**src/rtl/core/assert_macros.svh**
```systemverilog
// Assertion helpers shared by the csv splitter modules.
`ifndef ASSERT_MACROS_SVH
`define ASSERT_MACROS_SVH

// Check a condition at every rising clock edge outside reset.
`define ASSERT_ALWAYS(label, clk, rst_n, expr, msg) \
    label: assert property (@(posedge clk) disable iff (!rst_n) (expr)) else $error(msg);

// Check that a condition implies another in the same cycle.
`define ASSERT_IMPLIES(label, clk, rst_n, ante, cons, msg) \
    label: assert property (@(posedge clk) disable iff (!rst_n) (ante) |-> (cons)) \
        else $error(msg);

// Check that a condition implies another in the next cycle.
`define ASSERT_NEXT(label, clk, rst_n, ante, cons, msg) \
    label: assert property (@(posedge clk) disable iff (!rst_n) (ante) |=> (cons)) \
        else $error(msg);

`endif

```
**src/rtl/core/csvfs_pkg.sv**
```systemverilog
package csvfs_pkg;

    localparam int unsigned FIELD_MAX_DEFAULT = 64;

    localparam logic [7:0] CH_QUOTE = 8'h22;
    localparam logic [7:0] CH_COMMA = 8'h2C;
    localparam logic [7:0] CH_TAB   = 8'h09;
    localparam logic [7:0] CH_SEMI  = 8'h3B;
    localparam logic [7:0] CH_SPACE = 8'h20;
    localparam logic [7:0] CH_CR    = 8'h0D;

    localparam logic REQ_DATA = 1'b0;
    localparam logic REQ_EOL  = 1'b1;

    typedef struct packed {
        logic       req_type;
        logic [7:0] data_byte;
    } req_t;

    typedef struct packed {
        logic [7:0] field_byte;
        logic       byte_valid;
        logic       last_of_field;
        logic       last_of_line;
        logic       truncated;
    } res_t;

    typedef enum logic [1:0] {
        ST_IDLE,
        ST_READ,
        ST_LOAD
    } state_t;

    // Commands from the controller to the datapath.
    typedef struct packed {
        logic accept;
        logic rd;
        logic load;
    } cmd_t;

    // Status from the datapath to the controller.
    typedef struct packed {
        logic flush;
        logic empty;
        logic last;
    } sts_t;

    function automatic logic is_blank(input logic [7:0] c);
        return (c == CH_SPACE) || ((c >= CH_TAB) && (c <= CH_CR));
    endfunction

    function automatic logic is_delim(input logic [7:0] c);
        return (c == CH_COMMA) || (c == CH_TAB) || (c == CH_SEMI);
    endfunction

endpackage

```
**src/rtl/core/csvfs_datapath.sv**
```systemverilog
`include "assert_macros.svh"

module csvfs_datapath #(
    parameter int unsigned FIELD_MAX = csvfs_pkg::FIELD_MAX_DEFAULT
) (
    input  logic            clk,
    input  logic            rst_n,
    input  csvfs_pkg::cmd_t cmd,
    input  csvfs_pkg::req_t req_item,
    output csvfs_pkg::sts_t sts,
    output csvfs_pkg::res_t res_item
);
    import csvfs_pkg::*;

    localparam int unsigned LEN_W = $clog2(FIELD_MAX + 1);
    localparam int unsigned IDX_W = (FIELD_MAX > 1) ? $clog2(FIELD_MAX) : 1;
    localparam logic [LEN_W-1:0] LEN_MAX = LEN_W'(FIELD_MAX);

    logic [7:0] mem [FIELD_MAX];

    logic [LEN_W-1:0] stored_reg, stored_next;
    logic [LEN_W-1:0] kept_reg, kept_next;
    logic             iq_reg, iq_next;
    logic             qp_reg, qp_next;
    logic             ovf_reg, ovf_next;

    logic [LEN_W-1:0] count_reg;
    logic [LEN_W-1:0] rd_idx_reg;
    logic             eol_reg;
    logic             trunc_reg;
    logic             empty_reg;
    logic             last_reg;
    logic [7:0]       rd_data_reg;
    res_t             res_reg;

    logic [7:0]       c;
    logic             iq_eff;
    logic             handled;
    logic             do_put;
    logic             flush;
    logic             blank;
    logic             wr_en;
    logic [LEN_W-1:0] n_emit;

    assign c = req_item.data_byte;

    // Parse one item: quote tracking, delimiter detection, trim bookkeeping.
    always_comb
    begin
        iq_eff      = iq_reg;
        iq_next     = iq_reg;
        qp_next     = qp_reg;
        handled     = 1'b0;
        do_put      = 1'b0;
        flush       = 1'b0;
        if (req_item.req_type == REQ_EOL)
        begin
            iq_next = 1'b0;
            qp_next = 1'b0;
            flush   = 1'b1;
        end
        else
        begin
            if (qp_reg)
            begin
                qp_next = 1'b0;
                if (c == CH_QUOTE)
                begin
                    do_put  = 1'b1;
                    handled = 1'b1;
                end
                else
                begin
                    iq_eff  = 1'b0;
                    iq_next = 1'b0;
                end
            end
            if (!handled)
            begin
                if (c == CH_QUOTE)
                begin
                    if (iq_eff)
                        qp_next = 1'b1;
                    else
                        iq_next = 1'b1;
                end
                else if (!iq_eff && is_delim(c))
                    flush = 1'b1;
                else
                    do_put = 1'b1;
            end
        end

        blank  = is_blank(c);
        wr_en  = do_put && !((stored_reg == '0) && blank) && (stored_reg < LEN_MAX);
        n_emit = ovf_reg ? stored_reg : kept_reg;

        stored_next = stored_reg;
        kept_next   = kept_reg;
        ovf_next    = ovf_reg;
        if (flush)
        begin
            stored_next = '0;
            kept_next   = '0;
            ovf_next    = 1'b0;
        end
        else if (wr_en)
        begin
            stored_next = stored_reg + LEN_W'(1);
            if (!blank)
                kept_next = stored_reg + LEN_W'(1);
        end
        else if (do_put && !blank && (stored_reg >= LEN_MAX))
            ovf_next = 1'b1;
    end

    assign sts.flush = flush;
    assign sts.empty = (n_emit == '0);
    assign sts.last  = last_reg;

    always_ff @(posedge clk or negedge rst_n)
    begin
        if (!rst_n)
        begin
            stored_reg <= '0;
            kept_reg   <= '0;
            iq_reg     <= 1'b0;
            qp_reg     <= 1'b0;
            ovf_reg    <= 1'b0;
            count_reg  <= '0;
            rd_idx_reg <= '0;
            eol_reg    <= 1'b0;
            trunc_reg  <= 1'b0;
            empty_reg  <= 1'b0;
            last_reg   <= 1'b0;
        end
        else
        begin
            if (cmd.accept)
            begin
                stored_reg <= stored_next;
                kept_reg   <= kept_next;
                iq_reg     <= iq_next;
                qp_reg     <= qp_next;
                ovf_reg    <= ovf_next;
                if (flush)
                begin
                    count_reg  <= n_emit;
                    rd_idx_reg <= '0;
                    eol_reg    <= (req_item.req_type == REQ_EOL);
                    trunc_reg  <= ovf_reg;
                    empty_reg  <= (n_emit == '0);
                    last_reg   <= (n_emit == '0);
                end
            end
            else if (cmd.rd)
            begin
                last_reg   <= ((rd_idx_reg + LEN_W'(1)) == count_reg);
                rd_idx_reg <= rd_idx_reg + LEN_W'(1);
            end
        end
    end

    always_ff @(posedge clk)
    begin
        if (cmd.accept && wr_en)
            mem[stored_reg[IDX_W-1:0]] <= c;
        if (cmd.rd)
            rd_data_reg <= mem[rd_idx_reg[IDX_W-1:0]];
    end

    always_ff @(posedge clk)
    begin
        if (cmd.load)
        begin
            res_reg.field_byte    <= empty_reg ? 8'h00 : rd_data_reg;
            res_reg.byte_valid    <= !empty_reg;
            res_reg.last_of_field <= last_reg;
            res_reg.last_of_line  <= eol_reg;
            res_reg.truncated     <= trunc_reg;
        end
    end

    assign res_item = res_reg;

    `ASSERT_ALWAYS(a_kept_le_stored, clk, rst_n, kept_reg <= stored_reg, "kept length past stored length")
    `ASSERT_ALWAYS(a_stored_le_max, clk, rst_n, stored_reg <= LEN_MAX, "stored length past store size")
    `ASSERT_IMPLIES(a_pending_in_quotes, clk, rst_n, qp_reg, iq_reg, "pending quote outside quotes")

endmodule

```
**src/rtl/core/csvfs_ctrl.sv**
```systemverilog
`include "assert_macros.svh"

module csvfs_ctrl (
    input  logic            clk,
    input  logic            rst_n,
    input  logic            req_valid,
    output logic            req_stall,
    output logic            res_valid,
    input  logic            res_stall,
    input  csvfs_pkg::sts_t sts,
    output csvfs_pkg::cmd_t cmd
);
    import csvfs_pkg::*;

    state_t state_reg, state_next;
    logic   res_valid_reg, res_valid_next;
    logic   out_free;

    assign out_free = !res_valid_reg || !res_stall;

    always_comb
    begin
        state_next = state_reg;
        unique case (state_reg)
            ST_IDLE:
            begin
                if (req_valid && sts.flush)
                    state_next = sts.empty ? ST_LOAD : ST_READ;
            end
            ST_READ:
                state_next = ST_LOAD;
            ST_LOAD:
            begin
                if (out_free)
                    state_next = sts.last ? ST_IDLE : ST_READ;
            end
            default:
                state_next = ST_IDLE;
        endcase
    end

    always_comb
    begin
        cmd       = '0;
        req_stall = 1'b1;
        unique case (state_reg)
            ST_IDLE:
            begin
                req_stall  = 1'b0;
                cmd.accept = req_valid;
            end
            ST_READ:
                cmd.rd = 1'b1;
            ST_LOAD:
                cmd.load = out_free;
            default:
                req_stall = 1'b1;
        endcase
    end

    always_comb
    begin
        res_valid_next = res_valid_reg;
        if (cmd.load)
            res_valid_next = 1'b1;
        else if (!res_stall)
            res_valid_next = 1'b0;
    end

    always_ff @(posedge clk or negedge rst_n)
    begin
        if (!rst_n)
        begin
            state_reg     <= ST_IDLE;
            res_valid_reg <= 1'b0;
        end
        else
        begin
            state_reg     <= state_next;
            res_valid_reg <= res_valid_next;
        end
    end

    assign res_valid = res_valid_reg;

    `ASSERT_NEXT(a_flush_leaves_idle, clk, rst_n, cmd.accept && sts.flush, state_reg != ST_IDLE, "flush did not start replay")
    `ASSERT_IMPLIES(a_no_overwrite, clk, rst_n, cmd.load, !res_valid_reg || !res_stall, "output register overwritten")

endmodule

```
**src/rtl/core/csv_field_splitter.sv**
```systemverilog
// CSV field splitter.
// Request channel (req_valid, req_stall, req_item): one transfer carries either
// a character of the line or an end-of-line marker. Result channel (res_valid,
// res_stall, res_item): one transfer per character of a trimmed field, or one
// empty marker for a field with nothing left after trimming.
// A character that does not close a field is taken without a stall and
// produces nothing. A delimiter or end of line closes the field: the block
// then holds req_stall high and replays the stored characters, each by a
// store read and then a load of the output register; an empty marker needs
// only the load. The output register decouples the sides: new input is
// taken while the last result of a field still waits. If res_stall is held,
// replay holds at the load step and the pending result stays unchanged.
// Reset clears the quote state, lengths and the output valid; the field store
// is not cleared and needs no clearing pass.
module csv_field_splitter #(
    parameter int unsigned FIELD_MAX = csvfs_pkg::FIELD_MAX_DEFAULT
) (
    input  logic            clk,
    input  logic            rst_n,
    input  logic            req_valid,
    output logic            req_stall,
    input  csvfs_pkg::req_t req_item,
    output logic            res_valid,
    input  logic            res_stall,
    output csvfs_pkg::res_t res_item
);
    import csvfs_pkg::*;

    // Commands and status between the sequencer and the datapath.
    cmd_t cmd;
    sts_t sts;

    // Sequencer: accepts items, walks the replay, owns the output valid.
    csvfs_ctrl u_ctrl (
        .clk       (clk),
        .rst_n     (rst_n),
        .req_valid (req_valid),
        .req_stall (req_stall),
        .res_valid (res_valid),
        .res_stall (res_stall),
        .sts       (sts),
        .cmd       (cmd)
    );

    // Datapath: quote tracking, field store, trim lengths and result register.
    csvfs_datapath #(
        .FIELD_MAX (FIELD_MAX)
    ) u_datapath (
        .clk      (clk),
        .rst_n    (rst_n),
        .cmd      (cmd),
        .req_item (req_item),
        .sts      (sts),
        .res_item (res_item)
    );

endmodule

```
**config.mk**
```make
export PLATFORM = sky130hd
export DESIGN_NAME = csv_field_splitter
export DESIGN_NICKNAME = d
export VERILOG_FILES = /design/src/rtl/core/csvfs_pkg.sv /design/src/rtl/core/csvfs_datapath.sv /design/src/rtl/core/csvfs_ctrl.sv /design/src/rtl/core/csv_field_splitter.sv
export VERILOG_INCLUDE_DIRS = /design/src /design/src/rtl/core
export SDC_FILE = /design/constraint.sdc
export NUM_CORES = 1
export LEC_CHECK = 0
export CAP_MARGIN = 10
export CORE_UTILIZATION = 55
export DETAILED_ROUTE_END_ITERATION = 8
export DONT_BUFFER_PORTS = 1
export GPL_ROUTABILITY_DRIVEN = 0
export MAX_ROUTING_LAYER = met4
export PLACE_DENSITY = 0.74
export SYNTH_ARGS = -nofsm -noshare
export SYNTH_HDL_FRONTEND = slang
export SYNTH_SLANG_ARGS = --single-unit
```
**constraint.sdc**
```tcl
create_clock -name clk -period 7 [get_ports clk]
set_clock_uncertainty 0.1 [all_clocks]
set_input_delay 1.4 -clock clk [delete_from_list [all_inputs] [get_ports clk]]
set_output_delay 1.4 -clock clk [all_outputs]
set_load 0.03 [all_outputs]
```
Word-level counts from Yosys, hierarchy flattened

Memories as Yosys holds them, arrays and structs flattened. A register that Yosys moved wholly into a read port is not among the register bits.
Cells that the tools add are included.
W data, S select, Z words.

Memories: 1
Register bits: 50
Input port bits: 13
Word-level logic and storage cells: 120
Memory bits (writable): 512

Memories:

| memory         | depth | bits a word | read ports | clocked after memory_dff | write ports | line                 | text |
|---|---|---|---|---|---|---|---|
| u_datapath.mem | 64    | 8           | 1          | 1                        | 1           | csvfs_datapath.sv:19 | `logic [7:0] mem [FIELD_MAX];` |

Equal/unequal tests: 14
Add/subtract/negate cells: 2
Order comparisons: 4
Mux-type cells: 50
Reduce and logical (&&, ||, !) cells: 31

Operators with widths:

| kind                  | count |
|---|---|
| $mux W7               | 9 |
| $mux W1               | 37 |
| $eq A8 B6 Y1 const B  | 4 |
| $add A7 B1 Y7 const B | 2 |
| $logic_not A7 Y1      | 2 |
| $ne A2 B1 Y1 const B  | 5 |
| $logic_and A1 B1 Y1   | 9 |
| $eq A8 B4 Y1 const B  | 1 |
| $ge A8 B4 Y1 const B  | 1 |
| $le A8 B4 Y1 const B  | 1 |
| $reduce_and A2 Y1     | 4 |
| $eq A7 B7 Y1          | 1 |
| $ge A7 B7 Y1 const B  | 1 |
| $lt A7 B7 Y1 const B  | 1 |
| $logic_not A1 Y1      | 6 |
| $mux W2               | 3 |
| $pmux W2 S3           | 1 |
| $reduce_and A3 Y1     | 2 |
| $reduce_bool A2 Y1    | 3 |
| $logic_or A1 B1 Y1    | 4 |
| $eq A2 B1 Y1 const B  | 1 |
| $eq A2 B2 Y1 const B  | 1 |
| $logic_not A2 Y1      | 1 |
| $ne A2 B2 Y1 const B  | 1 |

Longest topological paths before layout

Gate-level depths: netlist of the first run.

Word-level depth: 15
Mapped depth: 9
Gate-level depth less buffers: 7

By module

Synthesis of the first run repeated with hierarchy kept, for this count alone.

Cells, all modules: 1234
Area, all modules: 22908.2 sq um

Modules (own cells, without submodules):

| module         | instances | area each (sq um) | sequential area each (sq um) | cells each |
|---|---|---|---|---|
| csvfs_datapath | 1         | 22741.8           | 16851.2                      | 1215 |
| csvfs_ctrl     | 1         | 166.4             | 75.1                         | 19 |

Least setup slack after synthesis of the first run

No wires, ideal clock.

Path type: in2reg
From: in req_item[0] (netlist name)
To: mem u_datapath.mem[12][0], enable pin
Stages: 6
Arrival time: 3.379 ns
Slack: 3.138 ns
Setup time: 0.383 ns
Cell sequence: nor4b_1 > a21o_1 > a22o_1 > nand3_1 > buf_2 > nor3_1

Cells in the longest elaborated chain, start to end: 15
Elaborated cells on any way between the ends: 30
Those cells by class: 2 x order compare; 5 x eq/ne; 12 x mux; 11 x reduce/logical

RTL lines:

| what                                | line                                       | text |
|---|---|---|
| start, declared                     | csv_field_splitter.sv:22                   | `input csvfs_pkg::req_t req_item,` |
| $eq A8 B6 Y1                        | csvfs_datapath.sv:67, csvfs_datapath.sv:80 |  |
| $mux W1                             | csvfs_datapath.sv:67                       | `if (c == CH_QUOTE)` |
| $mux W1                             | csvfs_datapath.sv:64                       | `if (qp_reg)` |
| $mux W1                             | csvfs_datapath.sv:56                       | `if (req_item.req_type == REQ_EOL)` |
| $logic_not A1 Y1                    | csvfs_datapath.sv:87                       | `else if (!iq_eff && is_delim(c))` |
| $logic_and A1 B1 Y1                 | csvfs_datapath.sv:87                       |  |
| $mux W1                             | csvfs_datapath.sv:87                       |  |
| $mux W1                             | csvfs_datapath.sv:80                       | `if (c == CH_QUOTE)` |
| $mux W1                             | csvfs_datapath.sv:78                       | `if (!handled)` |
| $mux W1                             | csvfs_datapath.sv:56                       |  |
| $logic_and A1 B1 Y1 * (2 in series) | csvfs_datapath.sv:95                       | `wr_en = do_put && !((stored_reg == '0) && blank) && (stored_reg < LEN_MAX);` |
| $logic_and A1 B1 Y1 *               | csvfs_datapath.sv:166                      | `if (cmd.accept && wr_en)` |
| $mux W1 *                           | csvfs_datapath.sv:166                      |  |
| $mux W1 (not written as such) *     | csvfs_datapath.sv:167                      | `mem[stored_reg[IDX_W-1:0]] <= c;` |
| end, declared                       | csvfs_datapath.sv:19                       |  |

Every way passes the cells marked *; elsewhere a longest branch is shown, timed or not. The select of a mux whose other input is x is not followed.

Worst setup path in the final report of the first run

From: in req_item[0] (netlist name)
To: mem u_datapath.mem[54][4], enable pin

The elaborated chain is that of the path after synthesis.

==> summary.txt, run 1 <==
Run status
  • Status: finished clean

Cells and area
  • Fin cells: between 1,500 and 2,000
  • Max FFs per register: 512
  • Layout Utilization: between 60% and 70%
  • Design Area, Final: about 25,000 um2
  • Post-layout net count: 1,279
  • Fillers: approximately 2,800
  • Share of layout cells above drive strength 1: 15.5%
  • Area Overhead vs Synth: 10.3%

Pwr
  • Power Density: 358 nW/um2
  • Leak: between 0.008 and 0.009 uW
  • Max VDD drop: between 0.2 and 0.3 mV

GRT
  • Vias in the first global route: about 12,000
  • Antenna violations before repair: 2
  • Total gr overflow: 0
  • First-pass GRT wire length: just under 80,000 um
  • Tot GR Track Use: 26.8%
  • Largest net degree at the start of global routing: 71

CTS
  • CTS root buf: clkbuf_16
  • Worst-skew pair later-pin latency: between 600 and 700 ps
  • CTS Buffer Depth: 3
  • H-tree levels: 2
  • Hold-fix buffers, CTS: 0
  • Worst-path clk slew: about 60 ps
  • Resized Gates After CTS: 0
  • Post CTS Setup Buffer Count: 0
  • Cts bufs inserted: 55
  • CTS tree: built
  • CTS sink cnt: 570

Yosys
  • Synth unique cells: 61
  • Syn Nets: roughly 1,300
  • Cells after Synth: ~1,300
  • Synth top area share: between 70% and 80%
  • #FFs+latches synth: 570
  • Post-synth top area cell: edfxtp_1
  • Seq/Total Area, Yosys: 74.3%
  • Synth area leaders: edfxtp_1 70%, mux4_2 8.5%, mux2i_1 4.3%
  • Ys async rst share: around 6.7%
  • Syn. warnings: 0
  • Mapped Area: 22,800 um2
  • Post-Syn Area per Cell: about 18 um2
  • Number of synthesized flops with an enable pin: ~530
  • Ys flop type: edfxtp_1

Detailed routing
  • First-pass iteration count of the detailed router: 5
  • Vias per cell: between 6 and 7
  • Final wirelength: 52,200 um
  • Post-DR wirelength/cell: around 28 um
  • Remaining antenna violation count: 0
  • Drc violations: 0
  • DRT iter0 DRCs: about 1,500
  • Vias: between 10,000 and 15,000

Timing
  • Max Fclk: approximately 210 MHz
  • RSZ-0062 raised after global routing: false
  • Worst setup margin: around 2200 ps
  • Pins Over Slew Limit: 0
  • Max_slew headroom: 23.7%
  • Final hold violations: 0
  • Min Tclk post-route: ~4800 ps
  • Setup TNS: 0 ps
  • Final period util: between 60% and 70%
  • Slew @ Worst Pin: approximately 1100 ps
  • Setup-failing EPs final: 0

Floorplanning
  • Rows: 74
  • Die W: 206 um
  • Number of I/O pins: 27
  • Core Footprint: about 41,000 um2
  • Die ar.: 42,200 um2
  • Initial Util: 55.8%
  • Die Ht: roughly 200 um

Min path
  • Worst hold stages: 0
  • Hold crit path type: reg -> reg

Setup path
  • R2R cell count: 7
  • Setup CP Type: in -> reg
  • CP startpoint kind: primary input
  • Kind of end point of the critical path: register
  • Arrival time at the worst endpoint: between 4000 and 5000 ps
  • WP data required: 7120 ps
  • Crit-path max FO: 70

Place
  • Area after DPL: between 20,000 and 25,000 um2
  • # port buffers: 0
  • # placed instances: approximately 1,700
  • Pre-CTS WS: between 1500 and 2000 ps
  • HPWL after detailed placement: between 30,000 and 40,000 um

Run
  • Max-Cap Viols: 0
cell usage after synthesis (all sizes together), types with 5 or more instances:
cell,instances
xnor2,9
nand3,24
nand4,9
a22o,6
a221oi,21
and3,6
nand2,41
dfrtp,38
o221ai,9
a211oi,14
nor2,69
o21ai,33
clkbuf,37
o22ai,17
a21o,5
mux2i,98
a22oi,6
o2bb2ai,6
buf,35
nor2b,12
a31oi,5
nor3,38
edfxtp,532
a211o,6
or3,5
mux4,86
xor2,5
a21oi,30
inv,13
kinds of logic after synthesis:
logic type                 synth area share, %
xor gates and xnor gates                 0.538
DFF                                       74.3
adders and majority gates                0.165
and+or+nand+nor                           4.93
buffers and inverters                     1.60
AOI/OAI and AO/OA                         5.49
muxes                                     13.0
through the flow:
step	total power, uW	hold slack [ps]
finish	9010	354
global route	9300	358
CTS	9020	356
detailed placement	6010	330
global placement	5980	333
floorplan	5470	321
where the power goes:
part / total (uW) / switching (uW) / internal (uW)
clock: 3050 / 1270 / 1780
combinational: 1770 / 1010 / 763
sequential: 4180 / 283 / 3900
total: 9010 / 2560 / 6450
worst max-delay path, cell delays in order:
cell and delay, ps:
nor4b_1 680, a21o_1 310, a22o_1 450, nand3_1 610
buf_4 460, nor3_1 920
routing by layer:
metal	global-route usage [%]	up-vias	share of wire (%)
met3	6.76	116	11
li1	-	5137	-
met1	36.3	6164	39
met5	-	-	0
met2	39.9	732	47
met4	8.92	0	3.2
area by class of cell:
cell class / count / area (um2) / share of cell area [%]
Antenna cell: 2 / 5.00 / 0.0199
Clock buffer: 61 / 1440 / 5.74
Clock inverter: 41 / 435 / 1.73
Inverter: 13 / 48.8 / 0.194
Multi-Input combinational cell: 610 / 5490 / 21.9
Sequential cell: 570 / 16900 / 67.4
Tap cell: 532 / 666 / 2.65
Timing Repair Buffer: 13 / 110 / 0.438
worst paths after layout:
| check | slack (ps) | start | to |
|---|---|---|---|
| setup / recovery | 2230 | req_item[0] | u_datapath.mem[54][4] |
| hold / removal | 350 | u_datapath.trunc_reg | u_datapath.res_item[0] |
| setup reg to reg | 3200 | u_datapath.rd_idx_reg[0] | u_datapath.rd_data_reg[7] |
| hold reg to reg | 350 | u_datapath.trunc_reg | u_datapath.res_item[0] |
| max in group asynchronous | 6310 | rst_n | u_datapath.rd_idx_reg[1] |
| min in group asynchronous | 370 | rst_n | u_datapath.iq_reg |
layout by cell type, fill, tap and decap left out, types with 6 or more instances in the layout:
master        n
clkbuf_16    57
clkinv_1      9
o21ai_0      32
and3_1        6
clkinvlp_4    9
mux4_2       86
nand4_1       9
a211o_1       6
clkinv_2     12
a221oi_1     20
a22oi_1       6
nor2b_1      12
a211oi_1     14
mux2i_1      98
nor3_1       38
inv_1        13
o2bb2ai_1     6
xnor2_1       9
o22ai_1      17
buf_4        12
a21oi_1      30
nand3_1      24
edfxtp_1    532
bufinv_16     8
nor2_1       68
dfrtp_1      36
o221ai_1      9
a22o_1        6
nand2_1      41
Power figures use the tool's default switching activity.
==> run 2: changes to the inputs <==
Clock period 7 ns to 4.73 ns, I/O delays scaled along.
==> run 2 against run 1 <==
Core utilization grew 1.0 points. Setup slack lost 1200 ps. Clock-buffer cell count grew 6. Global-route usage shrank 0.15 points. Worst hold slack lost 290 ps. Sequential share of layout area shrank 1.1 points. Non-clock buffer count grew 67. First-iteration DRC count shrank 6.3%. Critical path type is now reg -> reg.
==> summary.txt, run 2 (synthesized netlist as in run 1, its figures left out) <==
CTS
  • CTS root buf: clkbuf_16
  • Worst-skew pair later-pin latency: ~610 ps
  • H-tree levels: 2
  • Post CTS Setup Buffer Count: 0
  • CTS Buffer Depth: 3
  • CTS tree: built
  • Cts bufs inserted: 55
  • CTS sink cnt: 570
  • Worst-path clk slew: around 70 ps

Detailed routing
  • Vias per cell: between 6 and 7
  • Drc violations: 0
  • First-pass iteration count of the detailed router: 5
  • Final wirelength: just over 50,000 um
  • DRT iter0 DRCs: approximately 1,400
  • Remaining antenna violation count: 0
  • Post-DR wirelength/cell: 27.3 um
  • Vias: 12,389

Setup path
  • Setup CP Type: reg -> reg
  • WP data required: between 4000 and 5000 ps
  • Reg2Reg Setup Slack: between 1000 and 1500 ps
  • Slowest stage delay, CP: 1000 ps
  • Worst path slowest cell: nor2_1
  • Crit-path max FO: 20
  • Kind of end point of the critical path: register
  • Arrival time at the worst endpoint: ~3900 ps
  • CP startpoint kind: register
  • CP Cell Sequence: inv_1 > nor2_1 > a211oi_1 > a21o_1 > o32ai_1

Timing
  • Worst Hold Slack: around 66 ps
  • Min Tclk post-route: roughly 3700 ps
  • Max Fclk: 268 MHz
  • Max_slew headroom: between 20% and 30%
  • RSZ-0062 raised after global routing: false
  • Setup TNS: 0 ps
  • Final period util: 78.8%
  • Final hold violations: 0
  • Pins Over Slew Limit: 0
  • Setup-failing EPs final: 0
  • Slew @ Worst Pin: 1190 ps

Cells and area
  • Layout Utilization: 62.6%
  • Fin cells: about 1,900
  • Share of layout cells above drive strength 1: roughly a fifth
  • Area Overhead vs Synth: 12.1%
  • Most frequent cells in the layout: 532 x edfxtp_1, 98 x mux2i_1, 86 x mux4_2
  • Most common cell after layout, fill and taps aside: edfxtp_1
  • Max FFs per register: 512
  • Fillers: between 2,000 and 3,000
  • Post-layout net count: approximately 1,300

Floorplanning
  • Die W: between 200 and 250 um
  • Die ar.: around 42,000 um2
  • Initial Util: around 56%
  • Rows: 74
  • Number of I/O pins: 27
  • Die Ht: between 200 and 250 um
  • Core Footprint: between 40,000 and 50,000 um2

GRT
  • Total gr overflow: 0
  • Antenna violations before repair: 2
  • Tot GR Track Use: about a quarter
  • Vias in the first global route: ~12,000
  • Largest net degree at the start of global routing: between 70 and 80
  • First-pass GRT wire length: 79,000 um

Min path
  • Hold crit path type: in -> async

Pwr
  • Power Density: around 500 nW/um2
  • Leak: 0.00835 uW
  • Max VDD drop: 0.316 mV

Run status
  • Status: finished clean

Place
  • HPWL after detailed placement: around 31,000 um
  • # port buffers: 0
  • # placed instances: about 1,800

Run
  • Max-Cap Viols: 0
## run 2: cell types whose count changed in the layout (fill, tap and decap cells not counted), sizes merged
| cell | previous run | this run |
|---|---|---|
| buf | 13 | 80 |
| bufinv | 8 | 4 |
| clkbuf | 61 | 67 |
| clkinvlp | 10 | 2 |
| diode | 2 | 3 |
## run 2: layout make-up
class                           instances  area, um2  area share, %
Clock inverter                         29        255          0.999
Tap cell                              532        666           2.61
Clock buffer                           67       1450           5.69
Sequential cell                       570      16900           66.3
Timing Repair Buffer                   80        688           2.69
Inverter                               13       48.8          0.191
Antenna cell                            3       7.51         0.0294
Multi-Input combinational cell        610       5490           21.5
## run 2: critical path, delay by kind of cell, from the launching register on
kind,cells,cell delay [ps]
buffers and inverters,1,400
AOI/OAI and AO/OA,3,1000
DFF,1,910
and+or+nand+nor,1,1000
## run 2: per-stage QoR
step / cell area (um2) / setup WS (ps) / total power (uW)
after global placement: 23800 / 894 / 8960
after global routing: 25500 / 924 / 13600
after floorplan: 22800 / 1320 / 8100
after detailed placement: 23800 / 821 / 8990
after CTS: 25500 / 1080 / 13200
final: 25500 / 1000 / 13100
## run 2: routing by layer
| metal | part of all wire, % | GRT usage (%) | wire length, um | vias to the layer above |
|---|---|---|---|---|
| met2 | 47 | 39.8 | 24500 | 632 |
| met4 | 3.3 | 9.34 | 1700 | 0 |
| met1 | 40 | 36.4 | 20900 | 6369 |
| li1 | - | - | - | 5270 |
| met3 | 9.2 | 5.89 | 4770 | 118 |
| met5 | 0 | - | 0 | - |
## run 2: power breakdown
group / internal (uW) / switching, uW / leakage [uW] / total [uW]
clock: 2390 / 1830 / 0.000841 / 4210
sequential: 5770 / 411 / 0.00527 / 6180
combinational: 1200 / 1530 / 0.00224 / 2730
## run 2: final timing paths
| path | start | end | cells past startpoint |
|---|---|---|---|
| max reg2reg | u_datapath.rd_idx_reg[3] | u_datapath.rd_data_reg[1] | 5 |
| max in group asynchronous | rst_n | u_datapath.rd_idx_reg[0] | 1 |
| min in group clk | req_item[4] | u_datapath.mem[32][4] | 0 |
| min | rst_n | u_datapath.iq_reg | 1 |
| min reg2reg | u_datapath.trunc_reg | u_datapath.res_item[0] | 0 |
| max | u_datapath.rd_idx_reg[3] | u_datapath.rd_data_reg[1] | 5 |
## run 2: timing repair
| action | CTS | global route |
|---|---|---|
| endpoints found under the setup margin | 0 | 0 |
| resized for setup | 0 | 0 |
| hold buffers | 1 | 0 |
| hold endpoints to repair | 38 | 0 |
